--- src/design/url_domain_hash_partitioner_core_macros.svh ---
// Assertion macros for the partitioner RTL, included by udhp_back.
// Each macro expects i_clk and i_rst_n in the scope where it is used.
`ifndef URL_DOMAIN_HASH_PARTITIONER_CORE_MACROS_SVH
`define URL_DOMAIN_HASH_PARTITIONER_CORE_MACROS_SVH
`ifndef SYNTHESIS
`define UDHP_ASSERT_IMPL(lbl, ante, cons, msg) \
    lbl: assert property (@(posedge i_clk) disable iff (!i_rst_n) (ante) |-> (cons)) \
        else $error(msg);
`define UDHP_ASSERT_NEXT(lbl, ante, cons, msg) \
    lbl: assert property (@(posedge i_clk) disable iff (!i_rst_n) (ante) |=> (cons)) \
        else $error(msg);
`else
`define UDHP_ASSERT_IMPL(lbl, ante, cons, msg)
`define UDHP_ASSERT_NEXT(lbl, ante, cons, msg)
`endif
`endif

--- src/design/udhp_pkg.sv ---
// Types, constants and codes of the URL domain hash partitioner.
// No dependencies; the other design modules and interfaces use it.
package udhp_pkg;

    localparam int MAX_URL_BYTES = 4096;
    localparam int BYTES_W       = $clog2(MAX_URL_BYTES + 2);
    localparam int BYTE_W        = 8;
    localparam int HASH_W        = 20;
    localparam int BUCKET_W      = 16;
    localparam int REASON_W      = 2;
    localparam int DIV_STEPS     = HASH_W;
    localparam int CNT_W         = $clog2(DIV_STEPS);
    localparam int QUEUE_DEPTH   = 2;
    localparam int QPTR_W        = $clog2(QUEUE_DEPTH);
    localparam int QCNT_W        = $clog2(QUEUE_DEPTH + 1);

    localparam logic [HASH_W-1:0] HASH_MAX = {HASH_W{1'b1}};

    localparam logic [BYTE_W-1:0] CH_DOT   = 8'h2E;
    localparam logic [BYTE_W-1:0] CH_SLASH = 8'h2F;
    localparam logic [BYTE_W-1:0] CH_HASH  = 8'h23;
    localparam logic [BYTE_W-1:0] CH_QUERY = 8'h3F;
    localparam logic [BYTE_W-1:0] CH_G     = 8'h67;
    localparam logic [3*BYTE_W-1:0] STR_BLO = 24'h626C6F;

    typedef enum logic [REASON_W-1:0] {
        RSN_NONE  = 2'd0,
        RSN_BLOG  = 2'd1,
        RSN_QUERY = 2'd2,
        RSN_LONG  = 2'd3
    } t_reason;

    typedef enum logic [1:0] {
        PH_PRE    = 2'd0,
        PH_DOMAIN = 2'd1,
        PH_PATH   = 2'd2
    } t_phase;

    typedef enum logic [1:0] {
        BK_IDLE = 2'd0,
        BK_DIV  = 2'd1,
        BK_DONE = 2'd2
    } t_back_state;

    // Per-URL verdict handed from the scanner to the bucket stage.
    typedef struct packed {
        t_reason             reason;
        logic [HASH_W-1:0]   hash;
    } t_summary;

endpackage

--- src/design/udhp_in_if.sv ---
// Byte stream channel into the partitioner: valid/ready plus one URL byte.
// Depends on udhp_pkg for field widths.
interface udhp_in_if;
    logic                         valid;
    logic                         ready;
    logic [udhp_pkg::BYTE_W-1:0]  url_byte;
    logic                         last_byte;

    modport source (output valid, output url_byte, output last_byte, input ready);
    modport sink   (input valid, input url_byte, input last_byte, output ready);
endinterface

--- src/design/udhp_out_if.sv ---
// Result channel out of the partitioner: valid/ready plus one verdict.
// Depends on udhp_pkg for field widths.
interface udhp_out_if;
    logic                           valid;
    logic                           ready;
    logic                           accepted;
    logic [udhp_pkg::REASON_W-1:0]  reject_reason;
    logic [udhp_pkg::HASH_W-1:0]    domain_hash;
    logic [udhp_pkg::BUCKET_W-1:0]  bucket;

    modport source (output valid, output accepted, output reject_reason,
                    output domain_hash, output bucket, input ready);
    modport sink   (input valid, input accepted, input reject_reason,
                    input domain_hash, input bucket, output ready);
endinterface

--- src/design/url_domain_hash_partitioner_core.sv ---
// Top level of the URL domain hash partitioner: config register and wiring.
// Depends on udhp_pkg, udhp_in_if, udhp_out_if, udhp_front, udhp_queue, udhp_back.
//
//  channel   | dir | payload                                        | handshake
//  ----------+-----+------------------------------------------------+-----------
//  i_in      | in  | url_byte[7:0], last_byte                       | valid/ready
//  o_out     | out | accepted, reject_reason[1:0], domain_hash[19:0],| valid/ready
//            |     | bucket[15:0]                                   |
//  i_cfg_*   | in  | bucket_count[15:0]                             | write enable
//
// Bytes are taken one per cycle; the scanner stalls only while the summary
// queue (two entries) is full. Each URL then passes through the queue pop, the
// bit-serial divider and the output register; the back stage works on one URL
// at a time and pops the next summary only after loading the output register.
// The divider overlaps the next URL's bytes.
// Reset is synchronous: bucket_count returns to 1 and all control state clears;
// no clearing pass. A stalled output holds its register; the divider finishes
// its URL and waits, while the scanner keeps working until the queue fills.
module url_domain_hash_partitioner_core (
    input  logic                          i_clk,
    input  logic                          i_rst_n,
    udhp_in_if.sink                       i_in,
    udhp_out_if.source                    o_out,
    input  logic                          i_cfg_we,
    input  logic [udhp_pkg::BUCKET_W-1:0] i_cfg_wdata
);
    import udhp_pkg::*;

    // partition count; the user must write it only while the block is idle, which the block does not enforce
    logic [BUCKET_W-1:0] r_bucket_count;

    logic      q_push;
    logic      q_full;
    logic      q_pop;
    logic      q_valid;
    t_summary  q_in_data;
    t_summary  q_out_data;

    always_ff @(posedge i_clk) begin
        if (!i_rst_n) begin
            r_bucket_count <= BUCKET_W'(1);
        end else if (i_cfg_we) begin
            r_bucket_count <= i_cfg_wdata;
        end
    end

    // front: classify bytes, hand one summary per URL to the queue
    udhp_front u_front (
        .i_clk    (i_clk),
        .i_rst_n  (i_rst_n),
        .i_in     (i_in),
        .i_q_full (q_full),
        .o_q_push (q_push),
        .o_q_data (q_in_data)
    );

    // decouple scanner from divider so each can stall on its own
    udhp_queue u_queue (
        .i_clk   (i_clk),
        .i_rst_n (i_rst_n),
        .i_push  (q_push),
        .i_data  (q_in_data),
        .o_full  (q_full),
        .i_pop   (q_pop),
        .o_valid (q_valid),
        .o_data  (q_out_data)
    );

    // back: reduce the hash modulo the bucket count and present the transaction
    udhp_back u_back (
        .i_clk          (i_clk),
        .i_rst_n        (i_rst_n),
        .i_bucket_count (r_bucket_count),
        .i_q_valid      (q_valid),
        .i_q_data       (q_out_data),
        .o_q_pop        (q_pop),
        .o_out          (o_out)
    );
endmodule

--- src/design/udhp_front.sv ---
// Byte scanner: tracks phase, domain hash and filters, emits a summary per URL.
// Depends on udhp_pkg and udhp_in_if.
module udhp_front (
    input  logic                i_clk,
    input  logic                i_rst_n,
    udhp_in_if.sink             i_in,
    input  logic                i_q_full,
    output logic                o_q_push,
    output udhp_pkg::t_summary  o_q_data
);
    import udhp_pkg::*;

    t_phase               r_phase, n_phase;
    logic [HASH_W-1:0]    r_hash, n_hash;
    logic [3*BYTE_W-1:0]  r_recent, n_recent;
    logic                 r_blog, n_blog;
    logic                 r_query, n_query;
    logic [BYTES_W-1:0]   r_bytes, n_bytes;

    logic                 take;
    logic [BYTE_W-1:0]    b;
    logic [BYTE_W-1:0]    mag;
    logic [HASH_W:0]      sum;
    logic                 too_long;

    assign i_in.ready = !i_q_full;
    assign take       = i_in.valid && i_in.ready;
    assign b          = i_in.url_byte;
    // two's complement magnitude; 0x80 maps to 128, which fits in 8 bits
    assign mag        = b[BYTE_W-1] ? (~b + BYTE_W'(1)) : b;
    assign sum        = {1'b0, r_hash} + (HASH_W+1)'(mag);

    always_comb begin
        n_bytes  = (r_bytes <= BYTES_W'(MAX_URL_BYTES)) ? r_bytes + BYTES_W'(1) : r_bytes;
        n_query  = r_query || (b == CH_HASH) || (b == CH_QUERY);
        n_blog   = r_blog || ((b == CH_G) && (r_recent == STR_BLO));
        n_recent = {r_recent[2*BYTE_W-1:0], b};
        n_phase  = r_phase;
        n_hash   = r_hash;
        unique case (r_phase)
            PH_PRE: begin
                if (b == CH_DOT) n_phase = PH_DOMAIN;
            end
            PH_DOMAIN: begin
                if (b == CH_SLASH) begin
                    n_phase = PH_PATH;
                end else begin
                    n_hash = sum[HASH_W] ? HASH_MAX : sum[HASH_W-1:0];
                end
            end
            PH_PATH: begin
            end
            default: begin
            end
        endcase
    end

    assign too_long = n_bytes > BYTES_W'(MAX_URL_BYTES);

    always_comb begin
        o_q_data.hash = n_hash;
        priority if (too_long) o_q_data.reason = RSN_LONG;
        else if (n_blog)       o_q_data.reason = RSN_BLOG;
        else if (n_query)      o_q_data.reason = RSN_QUERY;
        else                   o_q_data.reason = RSN_NONE;
    end

    assign o_q_push = take && i_in.last_byte;

    always_ff @(posedge i_clk) begin
        if (!i_rst_n || o_q_push) begin
            // drop per-URL state after the last byte
            r_phase  <= PH_PRE;
            r_hash   <= '0;
            r_recent <= '0;
            r_blog   <= 1'b0;
            r_query  <= 1'b0;
            r_bytes  <= '0;
        end else if (take) begin
            r_phase  <= n_phase;
            r_hash   <= n_hash;
            r_recent <= n_recent;
            r_blog   <= n_blog;
            r_query  <= n_query;
            r_bytes  <= n_bytes;
        end
    end
endmodule

--- src/design/udhp_queue.sv ---
// Short FIFO of URL summaries between the scanner and the bucket stage.
// Depends on udhp_pkg.
module udhp_queue (
    input  logic                i_clk,
    input  logic                i_rst_n,
    input  logic                i_push,
    input  udhp_pkg::t_summary  i_data,
    output logic                o_full,
    input  logic                i_pop,
    output logic                o_valid,
    output udhp_pkg::t_summary  o_data
);
    import udhp_pkg::*;

    t_summary            r_mem [QUEUE_DEPTH];
    logic [QPTR_W-1:0]   r_wr_ptr;
    logic [QPTR_W-1:0]   r_rd_ptr;
    logic [QCNT_W-1:0]   r_count;
    logic                do_push;
    logic                do_pop;

    assign o_full  = r_count == QCNT_W'(QUEUE_DEPTH);
    assign o_valid = r_count != '0;
    assign o_data  = r_mem[r_rd_ptr];
    assign do_push = i_push && !o_full;
    assign do_pop  = i_pop && o_valid;

    always_ff @(posedge i_clk) begin
        if (do_push) r_mem[r_wr_ptr] <= i_data;
    end

    always_ff @(posedge i_clk) begin
        if (!i_rst_n) begin
            r_wr_ptr <= '0;
            r_rd_ptr <= '0;
            r_count  <= '0;
        end else begin
            if (do_push) begin
                r_wr_ptr <= (r_wr_ptr == QPTR_W'(QUEUE_DEPTH - 1)) ? '0 : r_wr_ptr + QPTR_W'(1);
            end
            if (do_pop) begin
                r_rd_ptr <= (r_rd_ptr == QPTR_W'(QUEUE_DEPTH - 1)) ? '0 : r_rd_ptr + QPTR_W'(1);
            end
            unique case ({do_push, do_pop})
                2'b10:   r_count <= r_count + QCNT_W'(1);
                2'b01:   r_count <= r_count - QCNT_W'(1);
                default: r_count <= r_count;
            endcase
        end
    end
endmodule

--- src/design/udhp_back.sv ---
// Bucket stage: restoring divider, one quotient bit per cycle, and output register.
// Depends on udhp_pkg, udhp_out_if and the assertion macro header.
`include "url_domain_hash_partitioner_core_macros.svh"
module udhp_back (
    input  logic                      i_clk,
    input  logic                      i_rst_n,
    input  logic [udhp_pkg::BUCKET_W-1:0] i_bucket_count,
    input  logic                      i_q_valid,
    input  udhp_pkg::t_summary        i_q_data,
    output logic                      o_q_pop,
    udhp_out_if.source                o_out
);
    import udhp_pkg::*;

    t_back_state          r_state, n_state;
    logic [CNT_W-1:0]     r_cnt;
    logic [HASH_W-1:0]    r_dvd;
    logic [BUCKET_W-1:0]  r_rem;
    t_summary             r_sum;

    logic                 r_out_valid;
    logic                 r_out_acc;
    t_reason              r_out_reason;
    logic [HASH_W-1:0]    r_out_hash;
    logic [BUCKET_W-1:0]  r_out_bucket;

    logic [BUCKET_W-1:0]  divisor;
    logic [BUCKET_W:0]    rem_sh;
    logic                 rem_ge;
    logic                 load_out;
    logic                 last_step;

    assign divisor   = (i_bucket_count == '0) ? BUCKET_W'(1) : i_bucket_count;
    assign rem_sh    = {r_rem, r_dvd[HASH_W-1]};
    assign rem_ge    = rem_sh >= {1'b0, divisor};
    assign last_step = r_cnt == CNT_W'(DIV_STEPS - 1);

    always_comb begin
        n_state  = r_state;
        o_q_pop  = 1'b0;
        load_out = 1'b0;
        unique case (r_state)
            BK_IDLE: begin
                if (i_q_valid) begin
                    o_q_pop = 1'b1;
                    n_state = BK_DIV;
                end
            end
            BK_DIV: begin
                if (last_step) n_state = BK_DONE;
            end
            BK_DONE: begin
                if (!r_out_valid || o_out.ready) begin
                    load_out = 1'b1;
                    n_state  = BK_IDLE;
                end
            end
            default: n_state = BK_IDLE;
        endcase
    end

    always_ff @(posedge i_clk) begin
        if (!i_rst_n) r_state <= BK_IDLE;
        else          r_state <= n_state;
    end

    always_ff @(posedge i_clk) begin
        if (o_q_pop) begin
            r_sum <= i_q_data;
            r_dvd <= i_q_data.hash;
            r_rem <= '0;
            r_cnt <= '0;
        end else if (r_state == BK_DIV) begin
            r_dvd <= {r_dvd[HASH_W-2:0], 1'b0};
            r_rem <= rem_ge ? BUCKET_W'(rem_sh - {1'b0, divisor}) : rem_sh[BUCKET_W-1:0];
            r_cnt <= r_cnt + CNT_W'(1);
        end
    end

    always_ff @(posedge i_clk) begin
        if (!i_rst_n) begin
            r_out_valid <= 1'b0;
        end else if (load_out) begin
            r_out_valid <= 1'b1;
        end else if (o_out.ready) begin
            r_out_valid <= 1'b0;
        end
    end

    always_ff @(posedge i_clk) begin
        if (load_out) begin
            r_out_acc    <= r_sum.reason == RSN_NONE;
            r_out_reason <= r_sum.reason;
            r_out_hash   <= r_sum.hash;
            r_out_bucket <= (r_sum.reason == RSN_NONE) ? r_rem : '0;
        end
    end

    assign o_out.valid         = r_out_valid;
    assign o_out.accepted      = r_out_acc;
    assign o_out.reject_reason = r_out_reason;
    assign o_out.domain_hash   = r_out_hash;
    assign o_out.bucket        = r_out_bucket;

    `UDHP_ASSERT_IMPL(a_rem_below_div, r_state == BK_DIV, r_rem < divisor, "remainder not reduced")
    `UDHP_ASSERT_NEXT(a_div_ends, (r_state == BK_DIV) && last_step, r_state == BK_DONE, "divider overran")
    `UDHP_ASSERT_IMPL(a_reject_no_bucket, o_out.valid && !o_out.accepted, o_out.bucket == '0, "rejected URL has bucket")
endmodule

--- src/flat_wrapper.sv ---
// flat-port wrapper written by rule: the top's interface ports become plain ports
module url_domain_hash_partitioner_core_flat import udhp_pkg::*;
  (i_clk, i_rst_n, i_cfg_we, i_cfg_wdata, i_in_valid, i_in_url_byte, i_in_last_byte, i_in_ready, o_out_valid, o_out_accepted, o_out_reject_reason, o_out_domain_hash, o_out_bucket, o_out_ready);
  udhp_in_if i_in_i ();
  udhp_out_if o_out_i ();
  input  logic i_clk;
  input  logic i_rst_n;
  input  logic i_cfg_we;
  input  logic [udhp_pkg::BUCKET_W-1:0] i_cfg_wdata;
  input wire logic [$bits(i_in_i.valid)-1:0] i_in_valid;
  input wire logic [$bits(i_in_i.url_byte)-1:0] i_in_url_byte;
  input wire logic [$bits(i_in_i.last_byte)-1:0] i_in_last_byte;
  output wire logic [$bits(i_in_i.ready)-1:0] i_in_ready;
  output wire logic [$bits(o_out_i.valid)-1:0] o_out_valid;
  output wire logic [$bits(o_out_i.accepted)-1:0] o_out_accepted;
  output wire logic [$bits(o_out_i.reject_reason)-1:0] o_out_reject_reason;
  output wire logic [$bits(o_out_i.domain_hash)-1:0] o_out_domain_hash;
  output wire logic [$bits(o_out_i.bucket)-1:0] o_out_bucket;
  input wire logic [$bits(o_out_i.ready)-1:0] o_out_ready;
  assign i_in_i.valid = i_in_valid;
  assign i_in_i.url_byte = i_in_url_byte;
  assign i_in_i.last_byte = i_in_last_byte;
  assign i_in_ready = i_in_i.ready;
  assign o_out_valid = o_out_i.valid;
  assign o_out_accepted = o_out_i.accepted;
  assign o_out_reject_reason = o_out_i.reject_reason;
  assign o_out_domain_hash = o_out_i.domain_hash;
  assign o_out_bucket = o_out_i.bucket;
  assign o_out_i.ready = o_out_ready;
  url_domain_hash_partitioner_core u_core (.i_clk(i_clk), .i_rst_n(i_rst_n), .i_in(i_in_i), .o_out(o_out_i), .i_cfg_we(i_cfg_we), .i_cfg_wdata(i_cfg_wdata));
endmodule
--- config.mk ---
export PLATFORM = sky130hd
export DESIGN_NAME = url_domain_hash_partitioner_core_flat
export DESIGN_NICKNAME = d
export VERILOG_FILES = /design/src/design/udhp_pkg.sv /design/src/design/udhp_in_if.sv /design/src/design/udhp_out_if.sv /design/src/design/url_domain_hash_partitioner_core.sv /design/src/design/udhp_front.sv /design/src/design/udhp_queue.sv /design/src/design/udhp_back.sv /design/src/flat_wrapper.sv
export VERILOG_INCLUDE_DIRS = /design/src /design/src/design
export SDC_FILE = /design/constraint.sdc
export NUM_CORES = 1
export LEC_CHECK = 0
export BUFFER_PORTS_ARGS = -buffer_cell sky130_fd_sc_hd__buf_4
export CORE_MARGIN = 1
export CORE_UTILIZATION = 60
export CTS_CLUSTER_SIZE = 16
export DETAILED_ROUTE_END_ITERATION = 8
export GPL_ROUTABILITY_DRIVEN = 0
export GPL_TIMING_DRIVEN = 0
export PLACE_DENSITY_LB_ADDON = 0.3
export SLEW_MARGIN = 25
export SYNTH_ARGS = -nofsm -noshare
export SYNTH_HDL_FRONTEND = slang
export SYNTH_HIERARCHICAL = 1
export SYNTH_SLANG_ARGS = --single-unit
--- constraint.sdc ---
create_clock -name i_clk -period 4.4 [get_ports i_clk]
set_clock_uncertainty 0.05 [all_clocks]
set_input_delay 0 -clock i_clk [delete_from_list [all_inputs] [get_ports i_clk]]
set_output_delay 0 -clock i_clk [all_outputs]
set_load 0.05 [all_outputs]
==> results.toml, run 1 <==
[clocking]
cts_tree = "yes"
root_buffer = "clkbuf_16"
htree_levels = 1
cts_sinks = 231
cts_max_path_buffers = 3
clkTransAtPathRegs_ps = 60
cts_made_buffers = 23
clk-insertion-delay-late_ps = 520

[drt]
avgRoutedWirePerCell_um = 17.7
vias = 8239
drt_wl_total_um = 24600
drtIter0Drc = 814
drt_drc_violations_left = 0
dr.pass1.iters = 7
antenna_left = 0
routed_via_density = 5.91

[place]
placed_area_sq_um = 11800
io_buffers = 69
dp_hpwl_um = 15700

[sta]
fin_crit_ps = 3630
rsz0062_at_grt = "no"
fin_setup_tns_ps = 0
worstMarginPinSlew_ps = 974
finalHoldViolations = 0
post-route-period-util = 0.825
slew_headroom = 0.351
timing.fmax_ghz = 0.275
hold_ws_ps = 48.8
finalMaxSlewViolations = 0
final-setup-viol-count = 0

[grt]
grt_pass1_vias = 7862
antenna_found_initial = 0
grt_max_degree = 33
grt_overflow_total = 0
grt_pass1_wl_um = 39300
grt_usage = 0.268

[cells_and_area]
syn_to_final_growth_pct = 19.4
drive_gt1_frac = 0.161
mostFrequentLayoutCells = "125 x edfxtp_1, 124 x nand2_1, 106 x dfxtp_1, 71 x buf_4, 62 x nor2_1"
layout.cells.most_common = "edfxtp_1"
finalNetCount = 1215
diodes = 0
stdcell_area_sq_um = 13100

[outcome]
status = "finished, final reports clean"

[floorplanning]
core_sq_um = 17500
die_h_um = 137
dieArea_sq_um = 18800
initial_core_util = 0.623
num_io_pins = 71
rows = 48
die_x_um = 137

[setup_path]
critical_path_required_ps = 4690
start_kind = "input port"
critPathMaxFanout = 8
cp.arrival_ps = 3920
end_kind = "flip-flop"
criticalPathCategory = "in2reg"

[logic_synthesis]
syn-num-nets = 1070
synthArstFlopShare = 0
synth_top_flop_cell = "edfxtp_1"
synth_edf_count = 125
synth_seq_cells = 231
syn_area_sq_um = 10900
ys_types = 80
ys_warn_count = 6
seq_area_frac_synth = 0.537
synth_cells = 1007
syn_area_per_cell_sq_um = 10.9

[hold_path]
hold_class = "in2reg"

[power_and_ir_drop]
powerDensity_nw_per_um2 = 489
ir_drop_mv = 0.444
p_leak_uw = 0.00493

[job]
max_cap_viol_count = 0
-- registers in the layout (all words and copies together), names as in the netlist, 20 cells and up, named ones only --
register,cells
u_core/u_queue/r_mem,44
u_core/u_front/r_recent,24
u_core/u_back/r_sum,22
u_core/u_back/o_out.domain_hash,20
u_core/u_back/r_dvd,20
u_core/u_front/r_hash,20
-- Yosys cell counts (3+ instances only) --
cell / n / area (sq um)
a211o_1: 3 / 26.3
buf_6: 4 / 45.0
or3_1: 13 / 81.3
o221ai_1: 3 / 26.3
o21a_1: 7 / 52.6
a31oi_1: 11 / 68.8
nand2_1: 124 / 465
dfxtp_1: 106 / 2120
nor2_1: 62 / 233
inv_1: 36 / 135
o211ai_1: 13 / 97.6
a221o_1: 3 / 30.0
nand4_1: 13 / 81.3
a311oi_1: 7 / 61.3
and4b_1: 3 / 30.0
ha_1: 31 / 388
o211a_1: 4 / 40.0
o31ai_1: 4 / 30.0
and4_1: 6 / 52.6
a211oi_1: 8 / 60.1
nor2b_1: 26 / 163
a22o_1: 3 / 26.3
clkbuf_1: 32 / 120
nand4b_1: 3 / 26.3
nand3_1: 18 / 90.1
xor2_1: 13 / 114
nor3_1: 16 / 80.1
and2_1: 22 / 138
o2111ai_1: 4 / 35.0
mux2_2: 45 / 507
and3_1: 17 / 106
nand2b_1: 10 / 62.6
a41oi_1: 3 / 26.3
buf_2: 7 / 35.0
xnor2_1: 31 / 272
o21ai_0: 31 / 155
a21o_1: 6 / 45.0
mux2i_1: 18 / 180
edfxtp_1: 125 / 3750
nor4_1: 6 / 37.5
nor3b_1: 4 / 30.0
a21oi_1: 54 / 270
-- cells by family (layout without fill, tap and decap cells) --
group	after synthesis	count (layout)	synth area share
buffers and inverters	85	247	0.0359
DFF	231	231	0.537
and+or+nand+nor	361	361	0.168
AOI/OAI and AO/OA	190	190	0.121
adders and majority gates	33	33	0.0391
muxes	63	63	0.0628
xor gates and xnor gates	44	44	0.0353
-- metal layers --
layer | vias up | part of all wire | track usage
li1 | 3956 | - | -
met1 | 3904 | 0.44 | 0.355
met2 | 312 | 0.48 | 0.452
met3 | 67 | 0.056 | 0.0341
met4 | 0 | 0.027 | 0.0940
met5 | - | 0 | 0
-- metrics by stage --
| step | worst slack [ps] | total power, uW | instances | utilization |
|---|---|---|---|---|
| final | 768 | 6380 | 1394 | 0.744 |
| after global routing | 721 | 6660 | 1394 | 0.744 |
| after global placement | 929 | 4230 | 1301 | 0.669 |
| after detailed placement | 920 | 4280 | 1302 | 0.671 |
| after floorplan | 1440 | 3910 | 1007 | - |
| after CTS | 882 | 6370 | 1394 | 0.744 |
-- path summary, 6_finish.rpt --
kind | slack, ps | depth (start not counted) | endpoint | from
setup / recovery | 770 | 12 | u_core/u_queue/r_mem[1][19]$_DFFE_PP_ | i_in_url_byte[2]
hold / removal | 50 | 6 | u_core/u_front/r_hash[10]$_SDFFE_PP0P_ | i_in_valid
setup reg to reg | 1200 | 11 | u_core/u_back/r_rem[12]$_SDFFE_PP0P_ | u_core/r_bucket_count[8]$_SDFFE_PN0P_
hold reg to reg | 370 | 0 | u_core/u_back/o_out.domain_hash[15]$_DFFE_PP_ | u_core/u_back/r_sum[15]$_DFFE_PP_
-- timing repair --
item	4_1_cts	5_1_grt
hold buffers	50	0
resized for setup	0	0
hold endpoints to repair	37	0
setup buffers	0	0
-- area by class of cell --
cell class / instances / area [sq um]
fillers: 1141 / 4480
multi-input cells: 691 / 4670
plain buffers: 48 / 255
clock inverters: 16 / 189
flip-flops and latches: 231 / 5880
inverters: 37 / 139
repair buffers: 120 / 1050
clock buffers: 26 / 597
well taps: 225 / 282
-- worst max-delay path, cell delays in order --
cell and delay, ps:
dlygate4sd3_1 540, buf_4 160, or3_1 430, or3_1 360, nor4b_1 390, ha_1 350
and3_1 210, a22o_1 240, a211oi_2 600, and4b_1 300, and3_1 190, nor2_1 150
-- power by group --
group          internal [uW]  total [uW]  switching (uW)
clock network           1220        2030             819
registers               2610        2750             146
logic                    683        1600             914
(Power assumes the default switching activity.)
==> run 2: changes to the inputs <==
- clock period: 4.4 -> 3.55 ns (I/O delays scaled with it)
==> run 2 against run 1 <==
Against the previous run: via count is 0.25% higher; critical path depth stayed put; worst setup slack worse by 720 ps; combinational power is 24% higher; sequential cell count stayed put; critical endpoint unchanged; largest cell class unchanged; register-to-register slack worse by 800 ps; final cell count stayed put; die area stayed put; power is 24% higher; wire length hardly changed; sequential share of layout area hardly changed; clock power is 24% higher.
==> results.toml, run 2 (synthesized netlist as in run 1, its figures left out) <==
[drt]
dr.pass1.iters = 5
routed_via_density = 5.93
drt_drc_violations_left = 0
avgRoutedWirePerCell_um = 17.7
vias = 8260
drtIter0Drc = 793
antenna_left = 0
drt_wl_total_um = 24700

[place]
io_buffers = 69
dp_cells = 1302
dp_hpwl_um = 15700
placed_area_sq_um = 11800
place_ws_ps = 69.8

[clocking]
htree_levels = 1
cts_tree = "yes"
clkTransAtPathRegs_ps = 60
cts_made_buffers = 23
cts_max_path_buffers = 3
root_buffer = "clkbuf_16"
clk-insertion-delay-late_ps = 520
cts_setup_buffers = 0
cts_sinks = 231

[setup_path]
crit_slowest_cell = "dlygate4sd3_1"
cp.arrival_ps = 3790
cp_slowest_stage_delay_ps = 540
end_kind = "flip-flop"
critPathMaxFanout = 8
criticalPathCategory = "in2reg"
start_kind = "input port"
critical_path_required_ps = 3840
path_cells = "dlygate4sd3_1 -> buf_4 -> or3_1 -> or3_1 -> nor4b_1 -> ha_1 -> and3_1 -> a22o_1 -> a211oi_4 -> and4b_1 -> and3_1 -> nor2_1"

[cells_and_area]
layout.cells.most_common = "edfxtp_1"
diodes = 0
largestRegisters = "u_core/u_queue/r_mem (44), u_core/u_front/r_recent (24), u_core/u_back/r_sum (22)"
finalNonFillerCells = 1394
finalNetCount = 1215
stdcell_area_sq_um = 13100
mostFrequentLayoutCells = "125 x edfxtp_1, 124 x nand2_1, 106 x dfxtp_1, 71 x buf_4, 62 x nor2_1"
drive_gt1_frac = 0.161
syn_to_final_growth_pct = 19.5
largest_reg_flops = 44
fillers = 1141
top_register = "u_core/u_queue/r_mem"

[floorplanning]
dieArea_sq_um = 18800
num_io_pins = 71
core_sq_um = 17500
die_h_um = 137
die_x_um = 137
initial_core_util = 0.623
rows = 48

[sta]
fin_crit_ps = 3500
setup_ws_ps = 48.6
final-setup-viol-count = 0
post-route-period-util = 0.986
slew_headroom = 0.339
finalMaxSlewViolations = 0
timing.fmax_ghz = 0.286
worstMarginPinSlew_ps = 992
finalHoldViolations = 0

[grt]
grt_max_degree = 33
grt_pass1_wl_um = 39300
grt_overflow_total = 0
grt_usage = 0.268
grt_pass1_vias = 7862
antenna_found_initial = 0

[power_and_ir_drop]
finalPower_uw = 7910
p_leak_uw = 0.00493
powerDensity_nw_per_um2 = 606
ir_drop_mv = 0.549

[hold_path]
hold_class = "in2reg"

[outcome]
status = "finished, final reports clean"

[job]
max_cap_viol_count = 0
run 2: repair_timing:
action,4_1_cts,5_1_grt
hold endpoints to repair,37,0
hold buffers,50,0
gates resized for setup,0,1
setup endpoints to repair,0,12
run 2: critical path, delay by kind of cell:
kind | cells | cell delay, ps
AND/OR/NAND/NOR | 7 | 2040
AO/OA/AOI/OAI | 2 | 720
adder cells (fa/ha/maj) | 1 | 350
buffers and inverters | 2 | 700
run 2: final timing paths:
| path | slack, ps | cells past startpoint | endpoint | startpoint |
|---|---|---|---|---|
| max | 50 | 12 | u_core/u_queue/r_mem[1][19]$_DFFE_PP_ | i_in_url_byte[2] |
| min reg2reg | 370 | 0 | u_core/u_back/o_out.domain_hash[15]$_DFFE_PP_ | u_core/u_back/r_sum[15]$_DFFE_PP_ |
| min | 40 | 6 | u_core/u_front/r_hash[10]$_SDFFE_PP0P_ | i_in_valid |
| max reg2reg | 400 | 11 | u_core/u_back/r_rem[12]$_SDFFE_PP0P_ | u_core/r_bucket_count[8]$_SDFFE_PN0P_ |
run 2: metal layers:
metal	global-route usage	routed length, um
met5	0	0
met4	0.0940	604
met3	0.0341	1340
met2	0.452	11900
met1	0.355	10800
run 2: cell type report:
class	count	area, sq um	share of cell area
Tap cell	225	282	0.0216
Buffer	48	255	0.0195
Clock inverter	16	189	0.0145
Timing Repair Buffer	120	1050	0.0801
Multi-Input combinational cell	691	4680	0.358
Clock buffer	26	597	0.0457
Sequential cell	231	5880	0.450
Inverter	37	139	0.0106
run 2: power breakdown:
group / switching [uW] / internal (uW)
registers: 181 / 3230
clock network: 1010 / 1510
logic: 1130 / 846
total: 2330 / 5580
run 2: through the flow:
| stage | utilization | TNS, ps | hold WS [ps] |
|---|---|---|---|
| 6_report | 0.745 | 0 | 40.4 |
| 3_5_place_dp | 0.671 | 0 | 175 |
| 4_1_cts | 0.744 | 0 | 41.1 |
| 2_1_floorplan | - | 0 | 67.5 |
| 3_3_place_gp | 0.669 | 0 | 171 |
| 5_1_grt | 0.745 | -6.89 | 95.0 |
==> run 3: changes to the inputs <==
- CORE_UTILIZATION: 60 -> 25
- HOLD_SLACK_MARGIN: default -> 0.06
==> run 3 against run 2 <==
Against the previous run: first-iteration DRC count decreased by 43%; via count decreased by 4.5%; cell area increased by 4.3%; die area increased by 140%; non-clock buffer count increased by 11; combinational power about the same; final cell count increased by 27%; maximum frequency increased by 1.8%; clock power decreased by 2%; global-route usage decreased by 16 points; critical endpoint is now u_core/u_queue/r_mem[1][16]$_DFFE_PP_; highest routed layer unchanged.
==> results.toml, run 3 (synthesized netlist as in run 1, its figures left out) <==
[sta]
worstMarginPinSlew_ps = 895
finalHoldViolations = 0
post-route-period-util = 0.969
slew_headroom = 0.403
final-setup-viol-count = 0
rsz0062_at_grt = "no"
hold_ws_ps = 249
finalMaxSlewViolations = 0
setup_ws_ps = 112
timing.fmax_ghz = 0.291
fin_crit_ps = 3440

[power_and_ir_drop]
p_leak_uw = 0.00500
ir_drop_mv = 0.367
powerDensity_nw_per_um2 = 577

[clocking]
root_buffer = "clkbuf_16"
cts_max_path_buffers = 3
clk-insertion-delay-late_ps = 540
cts_tree = "yes"
cts_setup_buffers = 0
clkTransAtPathRegs_ps = 60
cts_sinks = 231
cts_made_buffers = 25
htree_levels = 1

[grt]
grt_overflow_total = 0
grt_pass1_wl_um = 40000
grt_usage = 0.111
antenna_found_initial = 0
grt_pass1_vias = 7495
grt_max_degree = 26

[drt]
drtIter0Drc = 455
drt_wl_total_um = 25000
antenna_left = 0
dr.pass1.iters = 5
avgRoutedWirePerCell_um = 14.1
vias = 7889
drt_drc_violations_left = 0
routed_via_density = 4.46

[setup_path]
criticalPathCategory = "in2reg"
end_kind = "flip-flop"
critical_path_required_ps = 3790
start_kind = "input port"
critPathMaxFanout = 7
cp_slowest_stage_delay_ps = 550
cpMostUsedCell = "or3_1"
cp.arrival_ps = 3680
path_cells = "dlygate4sd3_1 -> buf_4 -> or3_1 -> or3_1 -> nand2_1 -> xnor2_1 -> ha_1 -> o2111ai_1 -> a31o_2 -> a21oi_1 -> and3_1 -> mux2_2"
r2r_slack_ps = 330
crit_slowest_cell = "a21oi_1"

[floorplanning]
initial_core_util = 0.254
core_sq_um = 43100
die_x_um = 211
rows = 76
num_io_pins = 71
dieArea_sq_um = 44600
die_h_um = 211

[cells_and_area]
top_register = "u_core/u_queue/r_mem"
finalNetCount = 1228
drive_gt1_frac = 0.160
largest_reg_flops = 44
layout.cells.most_common = "edfxtp_1"
diodes = 0
mostFrequentLayoutCells = "125 x edfxtp_1, 124 x nand2_1, 106 x dfxtp_1, 71 x buf_4, 62 x nor2_1"
fillers = 4386
largestRegisters = "u_core/u_queue/r_mem (44), u_core/u_front/r_recent (24), u_core/u_back/r_sum (22)"
syn_to_final_growth_pct = 24.7
stdcell_area_sq_um = 13600

[outcome]
status = "finished, final reports clean"

[place]
placed_area_sq_um = 12200
dp_hpwl_um = 17900
place_ws_ps = 26.9
io_buffers = 69

[job]
max_cap_viol_count = 0

[hold_path]
hold_class = "in2reg"
## run 3: area by class of cell
class	count	area, sq um	area share
Inverter	37	139	0.0102
Tap cell	585	732	0.0537
Buffer	48	255	0.0187
Multi-Input combinational cell	691	4680	0.343
Sequential cell	231	5880	0.431
Clock buffer	33	666	0.0488
Timing Repair Buffer	131	1170	0.0861
Clock inverter	13	106	0.00780
## run 3: through the flow
stage,total power (uW),setup TNS [ps],utilization,instances
after floorplan,4850,0,-,1007
after global placement,5340,-4490,0.283,1661
after detailed placement,5390,0,0.284,1663
after CTS,7970,0,0.316,1769
after global routing,8320,0,0.316,1769
final,7870,0,0.316,1769
## run 3: worst paths after layout
kind / startpoint / endpoint / cells past startpoint
max: i_in_url_byte[2] / u_core/u_queue/r_mem[1][16]$_DFFE_PP_ / 12
min: i_in_url_byte[4] / u_core/u_front/r_recent[4]$_SDFFE_PP0P_ / 4
max reg2reg: u_core/r_bucket_count[8]$_SDFFE_PN0P_ / u_core/u_back/r_rem[12]$_SDFFE_PP0P_ / 11
min reg2reg: u_core/u_back/r_sum[4]$_DFFE_PP_ / u_core/u_back/o_out.domain_hash[4]$_DFFE_PP_ / 0
## run 3: worst max-delay path, delay by kind of cell
family	cells	cell delay [ps]
and+or+nand+nor	4	1140
AOI/OAI and AO/OA	3	1040
buffers and inverters	2	700
adders and majority gates	1	360
muxes	1	350
xor gates and xnor gates	1	70
## run 3: timing repair
item	in CTS	in global routing
setup endpoints to repair	0	14
gates resized for setup	0	1
hold buffers	60	0
hold endpoints to repair	40	0
## run 3: power breakdown
| group | switching (uW) | internal (uW) | total, uW |
|---|---|---|---|
| Clock | 1070 | 1400 | 2470 |
| Combinational | 1140 | 872 | 2010 |
| Sequential | 158 | 3230 | 3390 |
## run 3: routing by layer
| layer | vias up | track usage | part of all wire |
|---|---|---|---|
| li1 | 4004 | - | - |
| met1 | 3713 | 0.156 | 0.49 |
| met2 | 136 | 0.175 | 0.44 |
| met3 | 36 | 0.0177 | 0.043 |
| met4 | 0 | 0.0350 | 0.020 |
| met5 | - | 0 | 0 |
